`src/hw/rtl/bgc_pkg.sv`:
```
package bgc_pkg;

    // Timestamp width; every time value wraps modulo 2**TIME_WIDTH.
    localparam int TIME_WIDTH = 32;

    // Click counter saturates here.
    localparam int CLICK_LIMIT = 255;
    localparam int CLICK_WIDTH = $clog2(CLICK_LIMIT + 1);

    // Configuration port geometry.
    localparam int CFG_DATA_WIDTH = 16;
    localparam int CFG_IDX_WIDTH  = 2;

    // Register indexes on the configuration port.
    typedef enum logic [CFG_IDX_WIDTH-1:0] {
        REG_INITIAL_LEVEL = 2'd0,
        REG_DEBOUNCE_TIME = 2'd1,
        REG_DOUBLE_WINDOW = 2'd2,
        REG_LONG_TIME     = 2'd3
    } t_reg_idx;

    // Reset values of the configuration registers.
    localparam logic                      RST_INITIAL_LEVEL = 1'b0;
    localparam logic [CFG_DATA_WIDTH-1:0] RST_DEBOUNCE_TIME = 16'd20;
    localparam logic [CFG_DATA_WIDTH-1:0] RST_DOUBLE_WINDOW = 16'd300;
    localparam logic [CFG_DATA_WIDTH-1:0] RST_LONG_TIME     = 16'd800;

    // Reported gesture codes.
    typedef enum logic [1:0] {
        GEST_NONE   = 2'd0,
        GEST_SHORT  = 2'd1,
        GEST_DOUBLE = 2'd2,
        GEST_LONG   = 2'd3
    } t_gesture;

    typedef logic [TIME_WIDTH-1:0]  t_time;
    typedef logic [CLICK_WIDTH-1:0] t_click;

endpackage

```
`src/hw/rtl/bgc_in_if.sv`:
```
interface bgc_in_if;
    logic               valid;
    logic               ready;
    logic               raw_level;
    bgc_pkg::t_time     now_time;

    modport source (output valid, output raw_level, output now_time, input ready);
    modport sink   (input valid, input raw_level, input now_time, output ready);
endinterface

```
`src/hw/rtl/bgc_out_if.sv`:
```
interface bgc_out_if;
    logic               valid;
    logic               ready;
    bgc_pkg::t_gesture  gesture;

    modport source (output valid, output gesture, input ready);
    modport sink   (input valid, input gesture, output ready);
endinterface

```
`src/hw/rtl/button_gesture_classifier.sv`:
```
// Debounced button gesture classifier. Each input item carries a raw button level and a
// millisecond timestamp, and produces exactly one result item holding a gesture code
// (none, short, double or long press). The block takes one item per clock cycle: the whole
// classification is one pass of subtract-and-compare logic from the accepted item and the
// tracking registers into a single output register. The next item is accepted in the same
// cycle that the previous result is taken; while a result waits for the consumer, the input
// stalls. A result is valid in the cycle after its item is accepted. Thresholds are set
// through the write port: writing the initial level also reloads all tracking state, with
// timestamps counted from zero.
module button_gesture_classifier (
    input  logic                                  i_clk,
    input  logic                                  i_rst_n,
    bgc_in_if.sink                                i_in,
    bgc_out_if.source                             o_out,
    input  logic                                  i_cfg_we,
    input  logic [bgc_pkg::CFG_IDX_WIDTH-1:0]     i_cfg_idx,
    input  logic [bgc_pkg::CFG_DATA_WIDTH-1:0]    i_cfg_data
);

    // Elapsed time since a mark, zero when the clock appears to run backwards.
    function automatic bgc_pkg::t_time since(bgc_pkg::t_time t_now, bgc_pkg::t_time t_mark);
        return (t_now >= t_mark) ? (t_now - t_mark) : '0;
    endfunction

    // Configuration registers.
    logic [bgc_pkg::CFG_DATA_WIDTH-1:0]   r_debounce_time;
    logic [bgc_pkg::CFG_DATA_WIDTH-1:0]   r_double_window;
    logic [bgc_pkg::CFG_DATA_WIDTH-1:0]   r_long_time;

    // Tracking state.
    logic               r_last_raw,        n_last_raw;
    bgc_pkg::t_time     r_raw_change_time, n_raw_change_time;
    logic               r_stable_level,    n_stable_level;
    bgc_pkg::t_time     r_press_time,      n_press_time;
    bgc_pkg::t_time     r_release_time,    n_release_time;
    logic               r_long_reported,   n_long_reported;
    bgc_pkg::t_click    r_click_count,     n_click_count;

    // Output register.
    logic               r_out_valid;
    bgc_pkg::t_gesture  r_gesture,         n_gesture;

    logic               in_accept;
    logic               raw_changed;
    logic               stable_changed;
    bgc_pkg::t_time     since_raw;
    bgc_pkg::t_time     since_press;
    bgc_pkg::t_time     since_release;
    logic               init_write;

    // Accept a new item whenever the output register is empty or being drained.
    assign i_in.ready  = !r_out_valid || o_out.ready;
    assign in_accept   = i_in.valid && i_in.ready;
    assign o_out.valid = r_out_valid;
    assign o_out.gesture = r_gesture;

    assign init_write = i_cfg_we && (i_cfg_idx == bgc_pkg::REG_INITIAL_LEVEL);

    // One classification pass: debounce, then long-press check, then click report.
    always_comb begin
        n_last_raw        = i_in.raw_level;
        n_raw_change_time = r_raw_change_time;
        n_stable_level    = r_stable_level;
        n_press_time      = r_press_time;
        n_release_time    = r_release_time;
        n_long_reported   = r_long_reported;
        n_click_count     = r_click_count;
        n_gesture         = bgc_pkg::GEST_NONE;

        raw_changed = (i_in.raw_level != r_last_raw);
        if (raw_changed) begin
            n_raw_change_time = i_in.now_time;
        end
        since_raw = raw_changed ? '0 : since(i_in.now_time, r_raw_change_time);

        stable_changed = (r_stable_level != i_in.raw_level) &&
                         (since_raw >= bgc_pkg::TIME_WIDTH'(r_debounce_time));
        if (stable_changed) begin
            n_stable_level = i_in.raw_level;
            if (i_in.raw_level) begin
                n_press_time    = i_in.now_time;
                n_long_reported = 1'b0;
            end else if (!r_long_reported) begin
                if (r_click_count < bgc_pkg::CLICK_WIDTH'(bgc_pkg::CLICK_LIMIT)) begin
                    n_click_count = r_click_count + bgc_pkg::CLICK_WIDTH'(1);
                end
                n_release_time = i_in.now_time;
            end
        end

        // A mark set by this very item has zero elapsed time.
        since_press   = (stable_changed && i_in.raw_level) ? '0 :
                        since(i_in.now_time, r_press_time);
        since_release = (stable_changed && !i_in.raw_level && !r_long_reported) ? '0 :
                        since(i_in.now_time, r_release_time);

        // Long press takes priority over the click report.
        if (n_stable_level && !n_long_reported &&
            (since_press >= bgc_pkg::TIME_WIDTH'(r_long_time))) begin
            n_long_reported = 1'b1;
            n_click_count   = '0;
            n_gesture       = bgc_pkg::GEST_LONG;
        end else if (!n_stable_level && (n_click_count != '0) &&
                     (since_release >= bgc_pkg::TIME_WIDTH'(r_double_window))) begin
            n_gesture     = (n_click_count >= bgc_pkg::CLICK_WIDTH'(2)) ?
                            bgc_pkg::GEST_DOUBLE : bgc_pkg::GEST_SHORT;
            n_click_count = '0;
        end
    end

    // Configuration registers.
    always_ff @(posedge i_clk) begin
        if (!i_rst_n) begin
            r_debounce_time <= bgc_pkg::RST_DEBOUNCE_TIME;
            r_double_window <= bgc_pkg::RST_DOUBLE_WINDOW;
            r_long_time     <= bgc_pkg::RST_LONG_TIME;
        end else if (i_cfg_we) begin
            case (i_cfg_idx)
                // The initial level only takes effect by reloading the tracking state.
                bgc_pkg::REG_INITIAL_LEVEL: ;
                bgc_pkg::REG_DEBOUNCE_TIME: r_debounce_time <= i_cfg_data;
                bgc_pkg::REG_DOUBLE_WINDOW: r_double_window <= i_cfg_data;
                bgc_pkg::REG_LONG_TIME:     r_long_time     <= i_cfg_data;
                default: ;
            endcase
        end
    end

    // Tracking state: cleared by reset, reloaded by an initial-level write.
    always_ff @(posedge i_clk) begin
        if (!i_rst_n) begin
            r_last_raw        <= bgc_pkg::RST_INITIAL_LEVEL;
            r_stable_level    <= bgc_pkg::RST_INITIAL_LEVEL;
            r_raw_change_time <= '0;
            r_press_time      <= '0;
            r_release_time    <= '0;
            r_long_reported   <= 1'b0;
            r_click_count     <= '0;
        end else if (init_write) begin
            r_last_raw        <= i_cfg_data[0];
            r_stable_level    <= i_cfg_data[0];
            r_raw_change_time <= '0;
            r_press_time      <= '0;
            r_release_time    <= '0;
            r_long_reported   <= 1'b0;
            r_click_count     <= '0;
        end else if (in_accept) begin
            r_last_raw        <= n_last_raw;
            r_stable_level    <= n_stable_level;
            r_raw_change_time <= n_raw_change_time;
            r_press_time      <= n_press_time;
            r_release_time    <= n_release_time;
            r_long_reported   <= n_long_reported;
            r_click_count     <= n_click_count;
        end
    end

    // Output register.
    always_ff @(posedge i_clk) begin
        if (!i_rst_n) begin
            r_out_valid <= 1'b0;
        end else if (in_accept) begin
            r_out_valid <= 1'b1;
        end else if (o_out.ready) begin
            r_out_valid <= 1'b0;
        end
    end

    always_ff @(posedge i_clk) begin
        if (in_accept) begin
            r_gesture <= n_gesture;
        end
    end

endmodule

```
`src/flat_wrapper.sv`:
```
// flat-port wrapper written by rule: the top's interface ports become plain ports
module button_gesture_classifier_flat 
  (i_clk, i_rst_n, i_cfg_we, i_cfg_idx, i_cfg_data, i_in_valid, i_in_raw_level, i_in_now_time, i_in_ready, o_out_valid, o_out_gesture, o_out_ready);
  bgc_in_if i_in_i ();
  bgc_out_if o_out_i ();
  input  logic i_clk;
  input  logic i_rst_n;
  input  logic i_cfg_we;
  input  logic [bgc_pkg::CFG_IDX_WIDTH-1:0] i_cfg_idx;
  input  logic [bgc_pkg::CFG_DATA_WIDTH-1:0] i_cfg_data;
  input wire logic [$bits(i_in_i.valid)-1:0] i_in_valid;
  input wire logic [$bits(i_in_i.raw_level)-1:0] i_in_raw_level;
  input wire logic [$bits(i_in_i.now_time)-1:0] i_in_now_time;
  output wire logic [$bits(i_in_i.ready)-1:0] i_in_ready;
  output wire logic [$bits(o_out_i.valid)-1:0] o_out_valid;
  output wire logic [$bits(o_out_i.gesture)-1:0] o_out_gesture;
  input wire logic [$bits(o_out_i.ready)-1:0] o_out_ready;
  assign i_in_i.valid = i_in_valid;
  assign i_in_i.raw_level = i_in_raw_level;
  assign i_in_i.now_time = i_in_now_time;
  assign i_in_ready = i_in_i.ready;
  assign o_out_valid = o_out_i.valid;
  assign o_out_gesture = o_out_i.gesture;
  assign o_out_i.ready = o_out_ready;
  button_gesture_classifier u_core (.i_clk(i_clk), .i_rst_n(i_rst_n), .i_in(i_in_i), .o_out(o_out_i), .i_cfg_we(i_cfg_we), .i_cfg_idx(i_cfg_idx), .i_cfg_data(i_cfg_data));
endmodule
```
`config.mk`:
```
export PLATFORM = sky130hd
export DESIGN_NAME = button_gesture_classifier_flat
export DESIGN_NICKNAME = d
export VERILOG_FILES = /design/src/hw/rtl/bgc_pkg.sv /design/src/hw/rtl/bgc_in_if.sv /design/src/hw/rtl/bgc_out_if.sv /design/src/hw/rtl/button_gesture_classifier.sv /design/src/flat_wrapper.sv
export SDC_FILE = /design/constraint.sdc
export NUM_CORES = 1
export LEC_CHECK = 0
export BUFFER_PORTS_ARGS = -buffer_cell sky130_fd_sc_hd__buf_2
export CORE_MARGIN = 3
export CORE_UTILIZATION = 60
export CTS_CLUSTER_DIAMETER = 200
export DETAILED_ROUTE_END_ITERATION = 16
export PLACE_DENSITY = 0.78
export SLEW_MARGIN = 10
export SYNTH_ARGS = -nofsm -noshare
export SYNTH_HDL_FRONTEND = slang
export SYNTH_SLANG_ARGS = --single-unit
```
`constraint.sdc`:
```
create_clock -name i_clk -period 12.3 [get_ports i_clk]
set_clock_uncertainty 0.1 [all_clocks]
set_input_delay 2.46 -clock i_clk [delete_from_list [all_inputs] [get_ports i_clk]]
set_output_delay 2.46 -clock i_clk [all_outputs]
set_load 0.1 [all_outputs]
```
# Word level (Yosys, flattened, before mapping)
# Index checks and enable logic that the tools add are counted.
# totals
reg_bits,158
input_bits,56
out_inout_bits,4
wordCells,83
# classes
reduce_logical,27
n_eq_ne,5
n_mux,24
order_cmp,8
bitwise,3
add_sub_neg,4
# op_table
cell,count
2-to-1 mux 32 bit,6
>= comparator 32 x 16 -> 1 bit,3
>= comparator 32 bit,3
subtractor 32 bit,3
2-to-1 mux 8 bit,6
logical AND 1 bit,10
2-to-1 mux 1 bit,10
adder 8 x 1 -> 8 bit (second input constant),1
>= comparator 8 x 2 -> 1 bit (second input constant),1
< comparator 8 bit (second input constant),1
AND reduction 2 bit,4
nonzero test 8 bit,1
zero test 1 bit,5
== test 2 bit (second input constant),2
2-to-1 mux 2 bit,2
AND reduction 4 bit,1
nonzero test 2 bit,2
NOT 1 bit,3
AND reduction 3 bit,1
== test 2 x 1 -> 1 bit (second input constant),1
zero test 2 bit,1
inequality test 1 bit,2
OR reduction 2 bit,1
logical OR 1 bit,1

# Depth between registers and ports, before layout
# depth
word_depth,12
mapped_depth,42
ltp_nobuf,39

# Worst setup path before layout
# OpenSTA, ideal clock, no wires.
# synth_path
path_kind,input-to-reg
start,in i_in_now_time[0]
end,reg u_core.r_click_count[6]
arrival_ps,10503
path_slack_ps,1631
path_buffers,4
required_ps,12134
path_stages,41
setup_time_ps,66
path_cell_list,inv_1 ha_1 inv_1 fa_1 a21o_1 a221oi_2 o221ai_1 o21bai_1 a21oi_1 o2111ai_1 a311o_1 clkbuf_1 nor2_1 ha_1 and4_1 a221oi_1 o31ai_1 nor4_1 (+5 left out) nand2b_1 clkbuf_1 clkbuf_1 nor2_1 ha_1 a21o_1 a211oi_1 o211ai_1 nor3_1 a21oi_1 or4_1 a2111oi_0 nand4_1 o32a_1 o21ai_4 and2_1 and4_1 a2bb2oi_2
# synth_via
elab_chain_len,12
word_cells_on_any_way,31
cone_classes,3 x add/sub; 6 x order compare; 11 x mux; 11 x reduce/logical
# synth_rtl
element,line,source
from (decl),flat_wrapper.sv:13,input wire logic [$bits(i_in_i.now_time)-1:0] i_in_now_time;
subtractor 32 bit / >= comparator 32 bit (equally long branches),button_gesture_classifier.sv:22,return (t_now >= t_mark) ? (t_now - t_mark) : '0;
2-to-1 mux 32 bit,button_gesture_classifier.sv:22,
2-to-1 mux 32 bit,button_gesture_classifier.sv:74,"since_raw = raw_changed ? '0 : since(i_in.now_time, r_raw_change_time);"
>= comparator 32 x 16 -> 1 bit,button_gesture_classifier.sv:77,(since_raw >= bgc_pkg::TIME_WIDTH'(r_debounce_time));
logical AND 1 bit,button_gesture_classifier.sv:76,stable_changed = (r_stable_level != i_in.raw_level) &&
logical AND 1 bit (2 in series),button_gesture_classifier.sv:94,since_release = (stable_changed && !i_in.raw_level && !r_long_reported) ? '0 :
2-to-1 mux 32 bit,button_gesture_classifier.sv:94,
>= comparator 32 x 16 -> 1 bit,button_gesture_classifier.sv:104,(since_release >= bgc_pkg::TIME_WIDTH'(r_double_window))) begin
logical AND 1 bit,button_gesture_classifier.sv:103,end else if (!n_stable_level && (n_click_count != '0) &&
2-to-1 mux 8 bit,button_gesture_classifier.sv:103,
2-to-1 mux 8 bit (*),button_gesture_classifier.sv:98,if (n_stable_level && !n_long_reported &&
to (signal assigned),button_gesture_classifier.sv:154,r_click_count <= n_click_count;
to (decl),button_gesture_classifier.sv:37,"bgc_pkg::t_click r_click_count, n_click_count;"
# Mark *: on every way between the ends. The rest lies on a longest branch, timed or not.
# A chain may end at the register's enable or synchronous reset.

# Worst setup path in the final report
# Ends and elaborated chain as after synthesis.

==> run summary <==
DR top layer: met4
min-delay src: u_core.r_raw_change_time[19]
routed vias/inst: 6.11
synth unique cells: 85
number of clock sinks: 158
TNS Setup: 0 ps
Critical Path AT: 11,750 ps
Setup WS pre-CTS: 165 ps
post-route cell area: 14,500 um^2
metal2 WL: 17,200 um
Critical Path Most Common Cell: a21oi_1
Total Power: 1.68 mW
Port Buf Inserts: 59
Leak Pwr: 5.60 nW
I/O pin total: 60
Crit Path Max Fanout: 17
clock-pin slew on the worst setup and hold paths: 70 ps
DR DRC count: 0
Critical Path Sink Type: flop
post-synthesis cell count: 1,861
status: complete, no violations
worst skew pair latency: 440 ps
max cap viols: 0
initial drt markers: 1,072
area grow syn2layout: 7.69%
Net Count, Synth: 2,065
Post-CTS Setup Inserts: 0
Final HPWL DP: 30,000 um
sequential-to-total area share from yosys stat: 0.237
Data required, critical path: 12,580 ps
hold endpoint: u_core.r_raw_change_time[19]
Synth top area share: 0.232
initial core utilization: 0.614
Final #Nets: 2,074
area of the multi-input gates: 9300 um^2
Worst Path Class, Setup: input port to flop
largest net degree at the start of global routing: 97
startpoint class of the critical path: input port
Final Non-Filler Cells: 2,163
delay of the slowest cell on the worst path: 510 ps
cell accounting for the most synthesized area: dfxtp_1
H-tree depth: 4
slowest CP cell: or4_1
final hold vios: 0
die height: 156 um
# diodes: 0
number of enable flip-flop cells after synthesis: 2
WL per Instance: 17.8 um
Yosys reg bits: 158
die width: 156 um
global-route wire length before repair: 61,600 um
relative slew slack: 0.227
top cells by area, synth: dfxtp_1 (23%), ha_1 (13%), nand2_1 (8.8%)
CTS tree: yes
FF-to-FF setup slack: 2740 ps
via count: 13,200
hold depth: 2
Reg2Reg Capture Point: u_core.r_click_count[6]
commonest register cell after synthesis: dfxtp_1
met3 routed WL: 3020 um
placed instance area: 13,900 um^2
Clock Tree Buf Depth: 2
Min Clock Period, post-route: 11,480 ps
Setup-failing EPs final: 0
r2r startpoint: u_core.r_raw_change_time[0]
Total Wirelength: 38,500 um
TritonCTS buffer count: 17
async set-reset flop share out of synthesis: 0
Overflow after GRT: 0
GR Util All Layers: 0.313
core area: 21,900 um^2
Cells after DPL: 2,131
num rows: 54
DRT antenna net count: 0
final RePlAce weighted congestion: 0.994
Mean Syn Cell Area: 7.22 um^2
met1 WL: 16,800 um
Pre-antenna DRT Iters: 7
f_max: 0.0871 GHz
fillers: 1,965
most common cell after layout, fill and taps aside: nand2_1
Max Slew Vio Count: 0
RSZ-0062 raised after global routing: false
CTS Hold Buffers Added: 0
die area: 24,200 um^2
mapped cell area: 13,400 um^2
Worst Hold Class: flop to flop
peak supply drop: 0.0000832 V
Worst-Margin Slew: 1160 ps
area occupied by registers: 3180 um^2
Register-to-Register Path Depth: 40
pwr/cell area: 116 nW/um^2
fin crit share: 0.933
initial antenna violation count: 0
Syn. warnings: 0
vias in the first global route: 12,300
share of layout cells above drive strength 1: 0.0738
CTS root buffer: clkbuf_16
setup ws final: 825 ps
commonest cells after routing, fill and taps aside: nand2_1 (314), inv_1 (176), a21oi_1 (172)
## how the worst max path moves through the flow
stage | cells past startpoint | start | slack, ps | end
floorplan | 41 | i_in_now_time[0] | 1630 | u_core.r_click_count[6]
global placement | 42 | i_in_now_time[0] | 550 | u_core.r_click_count[6]
detailed placement | 42 | i_in_now_time[0] | 160 | u_core.r_click_count[6]
CTS | 42 | i_in_now_time[0] | 580 | u_core.r_click_count[6]
global route | 42 | i_in_now_time[0] | 50 | u_core.r_click_count[6]
finish | 42 | i_in_now_time[0] | 820 | u_core.r_click_count[6]
## Yosys cell counts, types with 6 or more instances
cell / number
clkbuf_1: 71
a21boi_0: 42
a21oi_1: 172
ha_1: 145
o211ai_1: 23
a2111oi_0: 7
mux2i_1: 39
buf_2: 9
dfxtp_1: 156
nor2_1: 163
o21a_1: 22
or2_2: 6
nor3_1: 32
and2_1: 8
inv_1: 176
nor2b_1: 12
a21o_1: 40
nand4_1: 26
xor2_1: 37
nand2_1: 315
o21bai_1: 15
o21ai_0: 71
xnor2_1: 28
o2111ai_1: 9
nand3_1: 37
or3_1: 6
a311oi_1: 9
o22ai_1: 7
a31oi_1: 18
and3_1: 16
o31ai_1: 10
a211oi_1: 17
nand2b_1: 21
## registers in the layout (all words and copies together), names as in the netlist
signal / flops
u_core.r_press_time: 32
u_core.r_click_count: 8
u_core.r_long_time: 16
u_core.r_last_raw: 1
u_core.r_stable_level: 1
u_core.r_release_time: 32
u_core.r_long_reported: 1
u_core.r_raw_change_time: 32
u_core.r_debounce_time: 16
u_core.r_double_window: 16
u_core.o_out.valid: 1
u_core.o_out.gesture: 2
## final cells by class
type	instances	share of cell area
clock inverter	14	0.0102
clock buffer	18	0.0303
tap	280	0.0242
inverter	177	0.0459
multi-input combinational	1444	0.642
timing repair buffer	72	0.0271
sequential	158	0.220
## cells by family (layout without fill, tap and decap cells)
logic type	after synthesis	after routing	share of synthesized area
compound gates	519	519	0.255
xor+xnor	65	65	0.0424
fa+ha+maj	148	148	0.139
buf+inv	259	281	0.0737
flops	158	158	0.237
mux	40	40	0.0299
simple gates	672	672	0.223
## power by group
group          internal [mW]  leakage (nW)  switching, mW
Sequential             0.536          1.29         0.0112
Clock                  0.277         0.283          0.257
Combinational          0.223          4.03          0.374
## timing repair
item	CTS	global route
endpoints found under the setup margin	0	11
hold endpoints to repair	0	0
gates resized for setup	0	2
## metrics by stage
stage	utilization	hold slack, ps
floorplan	-	336
global placement	0.634	341
detailed placement	0.634	347
CTS	0.661	357
global route	0.661	371
finish	0.661	356
## per-layer routing
layer,global-route usage,up-vias
met5,0,-
met4,0.130,0
met1,0.421,6108
met3,0.0566,106
li1,-,6541
met2,0.497,459
## critical path: cells and delay by family
kind            cells  cell delay [ps]
fa+ha+maj           4             1120
simple gates       11             2630
compound gates     22             4850
buf+inv             5              660
No activity file was read; power rests on OpenSTA's default activity.
